**src/rtl/assert_macros.svh**
```systemverilog
`ifndef ASSERT_MACROS_SVH
`define ASSERT_MACROS_SVH

// Plain check, sampled on the rising clock edge, off while in reset.
`define PFR_ASSERT(lbl, cond, msg) \
	lbl: assert property (@(posedge clk) disable iff (!arst_n) (cond)) \
		else $error(msg);

// Implication in the same cycle.
`define PFR_ASSERT_IMPL(lbl, ante, cons, msg) \
	lbl: assert property (@(posedge clk) disable iff (!arst_n) (ante) |-> (cons)) \
		else $error(msg);

`endif

```
**src/rtl/pfr_pkg.sv**
```systemverilog
`default_nettype none

package pfr_pkg;

	// register index, decoded from paddr[2]
	localparam logic REG_AXIS_START = 1'b0;
	localparam logic REG_BIN_WIDTH  = 1'b1;

	localparam logic [13:0] AXIS_START_RST = 14'd0;
	localparam logic [10:0] BIN_WIDTH_RST  = 11'd16;

	// 2.5 in units of 1/1024
	localparam logic [13:0] NARROW_LIMIT = 14'd2560;

	localparam logic [11:0] MINW_L_NARROW = 12'd51;
	localparam logic [11:0] MINW_L_WIDE   = 12'd246;
	localparam logic [11:0] MINW_R_NARROW = 12'd51;
	localparam logic [11:0] MINW_R_WIDE   = 12'd358;
	localparam logic [11:0] MAXD_L_NARROW = 12'd819;
	localparam logic [11:0] MAXD_L_WIDE   = 12'd614;
	localparam logic [11:0] MAXD_R_NARROW = 12'd2048;
	localparam logic [11:0] MAXD_R_WIDE   = 12'd717;

	localparam int QUEUE_DEPTH = 4;

	// one classified request on its way from front to back
	typedef struct packed {
		logic        is_query;
		logic [23:0] content;
		logic [13:0] peak;
		logic        narrow;
		logic [13:0] diff;     // peak - axis_start, zero below the axis
	} q_entry_t;

endpackage

`default_nettype wire

```
**src/rtl/pfr_in_if.sv**
```systemverilog
`default_nettype none

interface pfr_in_if;
	logic        valid;
	logic        ready;
	logic        req_type;
	logic [23:0] bin_content;
	logic [13:0] peak_charge;

	modport source (output valid, req_type, bin_content, peak_charge, input ready);
	modport sink (input valid, req_type, bin_content, peak_charge, output ready);
endinterface

`default_nettype wire

```
**src/rtl/pfr_front.sv**
```systemverilog
`default_nettype none

module pfr_front (
	pfr_in_if.sink            items,
	input  wire logic [13:0]  axis_start,
	output pfr_pkg::q_entry_t push_data,
	output logic              push_valid,
	input  wire logic         push_ready
);

	assign push_valid  = items.valid;
	assign items.ready = push_ready;

	always_comb begin
		push_data          = '0;
		push_data.is_query = items.req_type;
		push_data.content  = items.bin_content;
		push_data.peak     = items.peak_charge;
		push_data.narrow   = items.peak_charge < pfr_pkg::NARROW_LIMIT;
		if (items.peak_charge < axis_start) begin
			push_data.diff = '0;
		end else begin
			push_data.diff = items.peak_charge - axis_start;
		end
	end

endmodule

`default_nettype wire

```
**src/flat_wrapper.sv**
```systemverilog
// flat-port wrapper written by rule: the top's interface ports become plain ports
module pfr_front_flat 
  (axis_start, push_data, push_valid, push_ready, items_valid, items_req_type, items_bin_content, items_peak_charge, items_ready);
  pfr_in_if items_i ();
  input  wire logic [13:0] axis_start;
  output pfr_pkg::q_entry_t push_data;
  output logic push_valid;
  input  wire logic push_ready;
  input wire logic [$bits(items_i.valid)-1:0] items_valid;
  input wire logic [$bits(items_i.req_type)-1:0] items_req_type;
  input wire logic [$bits(items_i.bin_content)-1:0] items_bin_content;
  input wire logic [$bits(items_i.peak_charge)-1:0] items_peak_charge;
  output wire logic [$bits(items_i.ready)-1:0] items_ready;
  assign items_i.valid = items_valid;
  assign items_i.req_type = items_req_type;
  assign items_i.bin_content = items_bin_content;
  assign items_i.peak_charge = items_peak_charge;
  assign items_ready = items_i.ready;
  pfr_front u_core (.items(items_i), .axis_start(axis_start), .push_data(push_data), .push_valid(push_valid), .push_ready(push_ready));
endmodule
```
**config.mk**
```make
export PLATFORM = sky130hd
export DESIGN_NAME = pfr_front_flat
export DESIGN_NICKNAME = d
export VERILOG_FILES = /design/src/rtl/assert_macros.svh /design/src/rtl/pfr_pkg.sv /design/src/rtl/pfr_in_if.sv /design/src/rtl/pfr_front.sv /design/src/flat_wrapper.sv
export SDC_FILE = /design/constraint.sdc
export NUM_CORES = 1
export LEC_CHECK = 0
export ABC_AREA = 1
export BUFFER_PORTS_ARGS = -buffer_cell sky130_fd_sc_hd__buf_2
export CORE_ASPECT_RATIO = 2
export CORE_MARGIN = 2
export CORE_UTILIZATION = 41
export DETAILED_ROUTE_END_ITERATION = 10
export PLACE_DENSITY = 0.85
export SLEW_MARGIN = 20
export SYNTH_ARGS = -nofsm -noshare
export SYNTH_HDL_FRONTEND = slang
export SYNTH_SLANG_ARGS = --single-unit
```
**constraint.sdc**
```tcl
create_clock -name vclk -period 1.8
set_input_delay 0.09 -clock vclk [all_inputs]
set_output_delay 0.09 -clock vclk [all_outputs]
set_load 0.05 [all_outputs]
```
## After elaboration in Yosys (flattened, before gate mapping)

Index checks and enable logic that the tools add are counted.

| word-level totals | value |
|---|---|
| flip-flop bits (word level) | 0 |
| bits of input ports | 55 |
| word-level logic and storage cells | 4 |

| operators by class | value |
|---|---|
| $add $sub $neg | 1 |
| $lt $le $gt $ge | 2 |
| multiplexer cells | 1 |

Operators by type and width:

| cell | count |
|---|---|
| $lt A14 B12 Y1 const B | 1 |
| $lt A14 B14 Y1 | 1 |
| $mux W14 | 1 |
| $sub A14 B14 Y14 | 1 |

## Depth between registers and ports, before layout

| depth | value |
|---|---|
| word-level depth | 2 |
| depth in mapped cells | 11 |
| gate-level depth less buffers | 11 |

## Least setup slack after synthesis

OpenSTA, ideal clock, no wires.

| timing path | value |
|---|---|
| path kind | input to output |
| start | input items_peak_charge[0] |
| end | output push_data[10] in the netlist's numbering |
| arrival | 1.817 ns |
| slack | -0.107 ns |
| cell stages on the path | 10 |
| path buffers | 0 |
| path through | inv_1 > ha_1 > fa_1 > inv_1 > nand2_1 > nand3_2 > nand3_2 > nand2_4 > nand2_1 > nor2_1 |

RTL lines:

| what | RTL line | text |
|---|---|---|
| from (decl) | flat_wrapper.sv:12 | `input wire logic [$bits(items_i.peak_charge)-1:0] items_peak_charge;` |
| to (decl) | flat_wrapper.sv:6 | `output pfr_pkg::q_entry_t push_data;` |

==> flow_summary.yaml <==
floorplan:
  dieArea_sq_um: 3720
  std_cell_rows: 29
  die_y_um: 84.3
  ioPinCount: 111
  die_w_um: 44.1
  core_sq_um: 3120
  initial_core_util: 0.423
worst_setup_path:
  cp_slowest_cell: "fa_2"
  path_max_fanout: 9
  path_delay_family: "adder cells"
  cp_cell_sequence: "buf_2 > inv_1 > ha_1 > fa_2 > inv_1 > nand2_1 > nand3_2 > nand3_2 > nand2_4 > inv_6 > nor2_2 > buf_4"
  path_depth: 12
  worst_setup_path_start_kind: "primary input"
  endpoint_kind: "primary output"
  required_ps: 1710
  path_buf_inv: 5
  slowest_delay_ps: 360
  crit_type: "in2out"
  critical_path_arrival_ps: 1610
timing:
  period_needed_ps: 1700
  setup_viol: 0
  rsz0062_at_grt: "no"
  max_freq_ghz: 0.588
  post-route-period-util: 0.944
  hold_viol: 0
  worst_slew_pin_slew_ps: 251
  maxSlewViolCount: 0
  relSlewSlack: 0.834
final_layout:
  design.seq.count: 0
  nets: 327
  n_clock_buffer: 0
  fillCellCount: 370
  syn2layout_area_growth_pct: 7.29
  final_common_cell: "nand2_1"
  seq_area_sq_um: 0
  multi_input_area_sq_um: 832
  layout_common_cells: "70 x nand2_1, 51 x inv_1, 43 x buf_2, 14 x ha_1"
  fin_util: 0.454
  n_antenna_cell: 0
  layout-drive-gt1-share: 0.302
global_route:
  grt_antenna_before_repair: 0
  grt_max_degree: 10
  grt_pass1_wl_um: 5000
  track_usage: 0.163
  grt-ovfl-total: 0
  grt_pass1_vias: 1356
synth:
  muxShareOfSynthArea: 0
  synth_compound_area_frac: 0.0322
  synth_xor_area_frac: 0.0331
  synthCells: 239
  synth_fp_nets: 309
  synth_area_per_cell_sq_um: 5.53
  synth_top_family_by_area: "simple AND/OR/NAND/NOR gates"
  yosysSeqAreaShare: 0
  post_synth_fa_ha_maj_area_fraction: 0.148
  synth_warnings: 0
  netlist_area_sq_um: 1320
  synth_cell_types: 20
  yosys.area_share.simple: 0.402
drt:
  drt_iter0_markers: 12
  first_pass_iters: 4
  totalWireLength_um: 2970
  ant_nets: 0
  drc: 0
  vias_per_cell: 4.75
  num_vias: 1359
  wl_per_cell_um: 10.4
run:
  maxCapViolCount: 0
placed_design:
  gp_congestion: 0.850
  hpwl_um: 2570
  port-buffer-count: 57
hold_path:
  hp-start: "push_ready"
  hp-class: "in2out"
  holdPathStages: 0
  min_to: "items_ready"
power_and_ir_drop:
  ir_drop_v: 0.000297
  p_leak_nw: 0.942
  p_per_area_nw_per_um2: 517
  power_uw: 732
clock_tree:
  postCtsSetupRepairBufs: 0
  ctsHoldBuffers: 0
run_status:
  status: "complete, no violations"
## power by group
group	internal (mW)	switching, mW
sequential	0	0
clock	0	0
combinational	0.238	0.494
## stage by stage
stage / cell area (sq um) / setup WS [ps] / instances / hold WS [ps] / TNS [ps]
2_1_floorplan: 1330 / 113 / 239 / 347 / 0
3_3_place_gp: 1350 / -10.7 / 286 / 181 / -12.1
3_5_place_dp: 1350 / -43.9 / 286 / 181 / -189
4_1_cts: 1390 / 12.1 / 286 / 181 / 0
5_1_grt: 1420 / 6.22 / 286 / 180 / 0
6_report: 1420 / 101 / 286 / 180 / 0
## how the worst max path moves through the flow
stage	from	endpoint	slack (ps)
2_1_floorplan	items_peak_charge[0]	push_data[0]	110
3_3_place_gp	items_peak_charge[0]	push_data[10]	-10
3_5_place_dp	items_peak_charge[0]	push_data[10]	-40
4_1_cts	items_peak_charge[0]	push_data[10]	10
5_1_grt	items_peak_charge[0]	push_data[10]	6
6_report	items_peak_charge[0]	push_data[5]	100
## Yosys cell counts
library cell  number  area share
a21oi_1            7       0.027
and2_1             2      0.0095
buf_4             41        0.23
fa_1               1       0.015
ha_1              14        0.13
inv_1             51        0.14
inv_6              1      0.0066
nand2_1           70        0.20
nand2_4            1      0.0085
nand3_1           12       0.045
nand3_2            2       0.015
nand3b_1           2       0.011
nand4_1            3       0.014
nor2_1            16       0.045
nor2_2             7       0.033
nor2_4             2       0.017
nor3_1             1      0.0038
o21a_1             1      0.0057
xnor2_1            4       0.027
xor2_1             1      0.0066
## repair_timing
item / CTS / global route
resized for setup: 14 / 9
endpoints found under the setup margin: 14 / 14
pin swaps: 0 / 0
## cell families (layout without fill, tap and decap cells)
family / count (synthesis) / after routing
XOR/XNOR: 5 / 5
adder cells (fa/ha/maj): 15 / 15
AO/OA/AOI/OAI: 8 / 8
buffers and inverters: 93 / 109
AND/OR/NAND/NOR: 118 / 118
## routing by layer
metal / track usage / share of wire / up-vias
met5: 0 / 0 / -
met4: 0.0826 / 0.041 / 0
met3: 0.00645 / 0.072 / 28
met2: 0.340 / 0.56 / 35
met1: 0.138 / 0.33 / 586
li1: - / - / 710
## layout make-up
cell class,count,area share
timing repair buffer,57,0.244
multi-input combinational,146,0.587
inverter,52,0.141
tap,31,0.0274
Power figures use the tool's default switching activity.
