==> config.mk <==
export PLATFORM = sky130hd
export DESIGN_NAME = pfr_queue
export DESIGN_NICKNAME = d
export VERILOG_FILES = /design/src/rtl/assert_macros.svh /design/src/rtl/pfr_pkg.sv /design/src/rtl/pfr_queue.sv
export SDC_FILE = /design/constraint.sdc
export NUM_CORES = 1
export LEC_CHECK = 0
export ABC_AREA = 1
export BUFFER_PORTS_ARGS = -buffer_cell sky130_fd_sc_hd__buf_2
export CAP_MARGIN = 10
export CORE_MARGIN = 2
export CORE_UTILIZATION = 60
export CTS_CLUSTER_DIAMETER = 50
export DETAILED_ROUTE_END_ITERATION = 8
export PLACE_DENSITY = 0.86
export SLEW_MARGIN = 20
export SYNTH_ARGS = -nofsm -noshare
export SYNTH_HDL_FRONTEND = slang
export SYNTH_SLANG_ARGS = --single-unit
export TNS_END_PERCENT = 1
==> constraint.sdc <==
create_clock -name clk -period 7.4 [get_ports clk]
set_clock_uncertainty 0.2 [all_clocks]
set_input_delay 1.11 -clock clk [delete_from_list [all_inputs] [get_ports clk]]
set_output_delay 1.11 -clock clk [all_outputs]
set_load 0.01 [all_outputs]
==> src/rtl/assert_macros.svh <==
`ifndef ASSERT_MACROS_SVH
`define ASSERT_MACROS_SVH

// Plain check, sampled on the rising clock edge, off while in reset.
`define PFR_ASSERT(lbl, cond, msg) \
	lbl: assert property (@(posedge clk) disable iff (!arst_n) (cond)) \
		else $error(msg);

// Implication in the same cycle.
`define PFR_ASSERT_IMPL(lbl, ante, cons, msg) \
	lbl: assert property (@(posedge clk) disable iff (!arst_n) (ante) |-> (cons)) \
		else $error(msg);

`endif

==> src/rtl/pfr_pkg.sv <==
`default_nettype none

package pfr_pkg;

	// register index, decoded from paddr[2]
	localparam logic REG_AXIS_START = 1'b0;
	localparam logic REG_BIN_WIDTH  = 1'b1;

	localparam logic [13:0] AXIS_START_RST = 14'd0;
	localparam logic [10:0] BIN_WIDTH_RST  = 11'd16;

	// 2.5 in units of 1/1024
	localparam logic [13:0] NARROW_LIMIT = 14'd2560;

	localparam logic [11:0] MINW_L_NARROW = 12'd51;
	localparam logic [11:0] MINW_L_WIDE   = 12'd246;
	localparam logic [11:0] MINW_R_NARROW = 12'd51;
	localparam logic [11:0] MINW_R_WIDE   = 12'd358;
	localparam logic [11:0] MAXD_L_NARROW = 12'd819;
	localparam logic [11:0] MAXD_L_WIDE   = 12'd614;
	localparam logic [11:0] MAXD_R_NARROW = 12'd2048;
	localparam logic [11:0] MAXD_R_WIDE   = 12'd717;

	localparam int QUEUE_DEPTH = 4;

	// one classified request on its way from front to back
	typedef struct packed {
		logic        is_query;
		logic [23:0] content;
		logic [13:0] peak;
		logic        narrow;
		logic [13:0] diff;     // peak - axis_start, zero below the axis
	} q_entry_t;

endpackage

`default_nettype wire

==> src/rtl/pfr_queue.sv <==
`default_nettype none

module pfr_queue (
	input  wire logic              clk,
	input  wire logic              arst_n,
	input  wire pfr_pkg::q_entry_t push_data,
	input  wire logic              push_valid,
	output logic                   push_ready,
	output pfr_pkg::q_entry_t      pop_data,
	output logic                   pop_valid,
	input  wire logic              pop_ready
);

	localparam int DEPTH = pfr_pkg::QUEUE_DEPTH;
	localparam int PTR_W = $clog2(DEPTH);
	localparam int CNT_W = $clog2(DEPTH + 1);

	pfr_pkg::q_entry_t entries_q [DEPTH];
	logic [PTR_W-1:0] wr_ptr_q, rd_ptr_q;
	logic [CNT_W-1:0] count_q;
	logic             do_push, do_pop;

	assign push_ready = count_q != CNT_W'(DEPTH);
	assign pop_valid  = count_q != '0;
	assign pop_data   = entries_q[rd_ptr_q];
	assign do_push    = push_valid && push_ready;
	assign do_pop     = pop_valid && pop_ready;

	always_ff @(posedge clk) begin
		if (do_push) begin
			entries_q[wr_ptr_q] <= push_data;
		end
	end

	always_ff @(posedge clk or negedge arst_n) begin
		if (!arst_n) begin
			wr_ptr_q <= '0;
			rd_ptr_q <= '0;
			count_q  <= '0;
		end else begin
			if (do_push) begin
				wr_ptr_q <= (wr_ptr_q == PTR_W'(DEPTH - 1)) ? '0 : wr_ptr_q + PTR_W'(1);
			end
			if (do_pop) begin
				rd_ptr_q <= (rd_ptr_q == PTR_W'(DEPTH - 1)) ? '0 : rd_ptr_q + PTR_W'(1);
			end
			if (do_push && !do_pop) begin
				count_q <= count_q + CNT_W'(1);
			end else if (do_pop && !do_push) begin
				count_q <= count_q - CNT_W'(1);
			end
		end
	end

endmodule

`default_nettype wire

# Yosys cells after proc, flatten, opt, wreduce, memory -nomap -nowiden
# Memories as Yosys holds them, arrays and structs flattened.
# Cells that the tools add are included.
# op_classes
n_mux	6
n_addsub	4
eq_ne	3
n_reduce_logical	8
# op_table
operator	n
$mux W3	2
$add A2 B1 Y2 const B	2
$eq A2 B2 Y1 const B	2
$logic_and A1 B1 Y1	4
$mux W2	2
$add A3 B1 Y3 const B	1
$ne A3 B3 Y1 const B	1
$reduce_bool A3 Y1	1
$sub A3 B1 Y3 const B	1
$logic_not A1 Y1	2
$mux W1	2
$reduce_bool A2 Y1	1
# word_totals
ramBits	216
mem_count	1
input_bits	58
out_inout_bits	56
reg_bits	7
wordCells	25
# mem_list
name	depth	width	rd	rd_clocked_by_memory_dff	write_ports	line_no	text
entries_q	4	54	1	0	1	pfr_queue.sv:18	pfr_pkg::q_entry_t entries_q [DEPTH];

# Logic depth before layout (Yosys ltp)
# logic_depth
depth_word	6
depth_mapped	12
mapped_depth_nobuf	12

# Worst setup path after synthesis
# Ideal clock, no wire load.
# synth_timing
path_kind	in2reg
from	input push_valid
to	memory entries_q[0][0] in the netlist's numbering (enable)
setup_time_ns	0.466
arrival_time_ns	3.523
n_path_buf	0
path_slack_ns	3.211
stages	2
required_time_ns	6.734
cell_sequence	nand2_1 > nor2_1
# synth_between
elab_chain_cells	3
# synth_lines
element	line_no	text
start: declaration	pfr_queue.sv:7	input wire logic push_valid,
$logic_and A1 B1 Y1	pfr_queue.sv:26	assign do_push = push_valid && push_ready;
$mux W1	pfr_queue.sv:30	if (do_push) begin
$mux W1 (not written as such)	pfr_queue.sv:31	entries_q[wr_ptr_q] <= push_data;
end: declaration	pfr_queue.sv:18	
# No other way between the ends.

==> results.sh <==
export IMPL_status="complete, no violations"
export IMPL_cts_buffer_depth=3
export IMPL_post_cts_resized=0
export IMPL_maxSlewHeadroom=0.411
export IMPL_start_util=0.608
export IMPL_hold_path_class="in -> async"
export IMPL_syn_nets=753
export IMPL_cp_slowest_stage_delay_ps=980
export IMPL_ctsHtreeMaxLevel=1
export IMPL_cts_buffers=22
export IMPL_gp_congestion=0.720
export IMPL_rows=46
export IMPL_io_buffer_count=113
export IMPL_worst_pin_slew_ps=884
export IMPL_remaining_drc_errors=0
export IMPL_ant_nets=0
export IMPL_worstPathMaxFanout=154
export IMPL_finalHoldViolCount=0
export IMPL_grtUsageTotal=0.198
export IMPL_setup_viol=0
export IMPL_worstSetupEndpointType="primary output"
export IMPL_grt_max_degree=155
export IMPL_grt_pass1_wl_mm=25.9
export IMPL_drv_cap=0
export IMPL_synthDistinctLibCells=19
export IMPL_r2r_setup_slack_ps=5060
export IMPL_cts_tree="built"
export IMPL_drive_gt1_frac=0.344
export IMPL_clock_sinks=223
export IMPL_wl_per_cell_um=16.4
export IMPL_drtPass1Iterations=4
export IMPL_grt_pass1_vias=5275
export IMPL_fin_worst_hold_slack_ps=240
export IMPL_required_ps=6090
export IMPL_die_area_um2=17000
export IMPL_worstSetupPathType="reg -> out"
export IMPL_postCtsHoldBufs=0
export IMPL_worst_path_max_delay_cell="dfrtp_4"
export IMPL_dr_first_iter_drc_count=450
export IMPL_fmax_mhz=243
export IMPL_path_clk_slew_ps=60
export IMPL_synth_area_um2=9580
export IMPL_vias=5357
export IMPL_avgViaCountPerCell=5.21
export IMPL_power_density_nw_per_um2=396
export IMPL_postCtsSetupBuffers=0
export IMPL_area_delta_synth_final_pct=12.9
export IMPL_timing_rr_end="entries_q[1][41]"
export IMPL_crit_path_frequent_cell="nand2_1"
export IMPL_die_h_um=130
export IMPL_die_x_um=130
export IMPL_slew_violations=0
export IMPL_wirelength_mm=16.9
export IMPL_min_period_ps=4120
export IMPL_ys_seq_area_frac=0.695
export IMPL_layout_nets=862
export IMPL_tns_ps=0
export IMPL_dp_hpwl_mm=9.37
export IMPL_path_buf_inv=2
export IMPL_ioPinCount=114
export IMPL_crit_arrival_ps=2810
export IMPL_core_area_um2=15800
export IMPL_rr_worst_depth=5
export IMPL_overflow=0
export IMPL_power_total_w=0.00428
export IMPL_clk_latency_ps=490
export IMPL_stdcell_count=1028
export IMPL_yosys_warnings=0
export IMPL_ir_worst_vdd_uv=301
export IMPL_r2r_start="count_q[0]"
export IMPL_finalCritPeriodShare=0.556
export IMPL_clock_root_buffer="clkbuf_16"
export IMPL_avgSynthCellArea_um2=13.9
export IMPL_netlist_instances=688
export IMPL_fillCellCount=1100
export IMPL_critical_path_top_delay_family="flip-flops"
export IMPL_startpoint_type="register"
export IMPL_antenna_found_initial=1
export IMPL_rsz0062_at_grt="false"
export IMPL_ys_seq_elements=223
export IMPL_path_cells="buf_12 > nand2_1 > o211ai_1 > nand2_1 > buf_2"
export IMPL_p_leak_nw=4.35
export IMPL_dp_cells=989
-- where the power goes --
part	switching, W	leakage (nW)	internal [W]
clock network	0.000442	0.317	0.000570
registers	0.000142	2.06	0.00166
logic	0.000943	1.97	0.000519
total	0.00153	4.35	0.00275
-- logic make-up after synthesis --
family	count (synthesis)	share of synthesized area
flops	223	0.695
xor+xnor	1	0.000914
simple gates	191	0.0901
fa+ha+maj	7	0.00992
compound gates	109	0.119
buf+inv	157	0.0847
-- cells in the mapped netlist --
cell	n	area (µm²)
buf_12	11	220
buf_2	20	100
buf_4	3	22.5
buf_6	1	11.3
dfrtp_1	7	175
edfxtp_1	216	6490
fa_1	1	20.0
ha_1	6	75.1
inv_1	119	447
inv_2	3	11.3
nand2_1	123	462
nand2_2	54	338
nand3_1	7	35.0
nand4_1	1	6.26
nor2_1	6	22.5
o211ai_1	43	323
o211ai_2	65	813
o21ai_0	1	5.00
xnor2_1	1	8.76
-- worst max-delay path by stage --
stage | start | to | slack (ps) | cells past startpoint
2_1_floorplan | push_valid | entries_q[0][0] | 3210 | 2
3_3_place_gp | rd_ptr_q[0] | pop_data[25] | 3910 | 5
3_5_place_dp | rd_ptr_q[0] | pop_data[47] | 3840 | 5
4_1_cts | rd_ptr_q[0] | pop_data[47] | 3320 | 5
5_1_grt | rd_ptr_q[0] | pop_data[43] | 3160 | 5
6_report | rd_ptr_q[0] | pop_data[43] | 3280 | 5
-- sequential cells by signal, indices dropped and copies added (netlist names) --
name / count
entries_q: 216
count_q: 3
rd_ptr_q: 2
wr_ptr_q: 2
-- metrics by stage --
stage / instance area [µm²] / utilization / worst slack [ps]
final: 10800 / 0.686 / 3280
after global routing: 10800 / 0.686 / 3160
after floorplan: 9580 / - / 3210
after detailed placement: 10200 / 0.645 / 3840
after CTS: 10800 / 0.686 / 3320
after global placement: 10200 / 0.645 / 3910
-- area by class of cell --
class | instances | area, µm² | area share
flip-flops and latches | 223 | 6670 | 0.616
multi-input cells | 308 | 2140 | 0.198
repair buffers | 120 | 631 | 0.0583
clock buffers | 28 | 594 | 0.0549
inverters | 122 | 459 | 0.0424
well taps | 216 | 270 | 0.0250
clock inverters | 10 | 60.1 | 0.00555
diodes | 1 | 2.50 | 0.000231
-- layout by cell type (no fill, tap or decap), drive strengths merged, types with 2 or more instances in the layout --
cell      netlist  final
nor2            6      6
dfrtp           7      7
nand3           7      7
o211ai        108    108
clkinv          0      8
inv           122    122
nand2         177    177
edfxtp        216    216
clkinvlp        0      2
buf            35    120
clkbuf          0     28
ha              6      6
-- routing by layer --
| metal | part of all wire | vias up | track usage |
|---|---|---|---|
| li1 | - | 2594 | - |
| met1 | 0.41 | 2582 | 0.251 |
| met3 | 0.063 | 22 | 0.0379 |
| met4 | 0.015 | 0 | 0.0576 |
| met2 | 0.51 | 159 | 0.352 |
| met5 | 0 | - | 0 |
No activity file was read; power rests on OpenSTA's default activity.
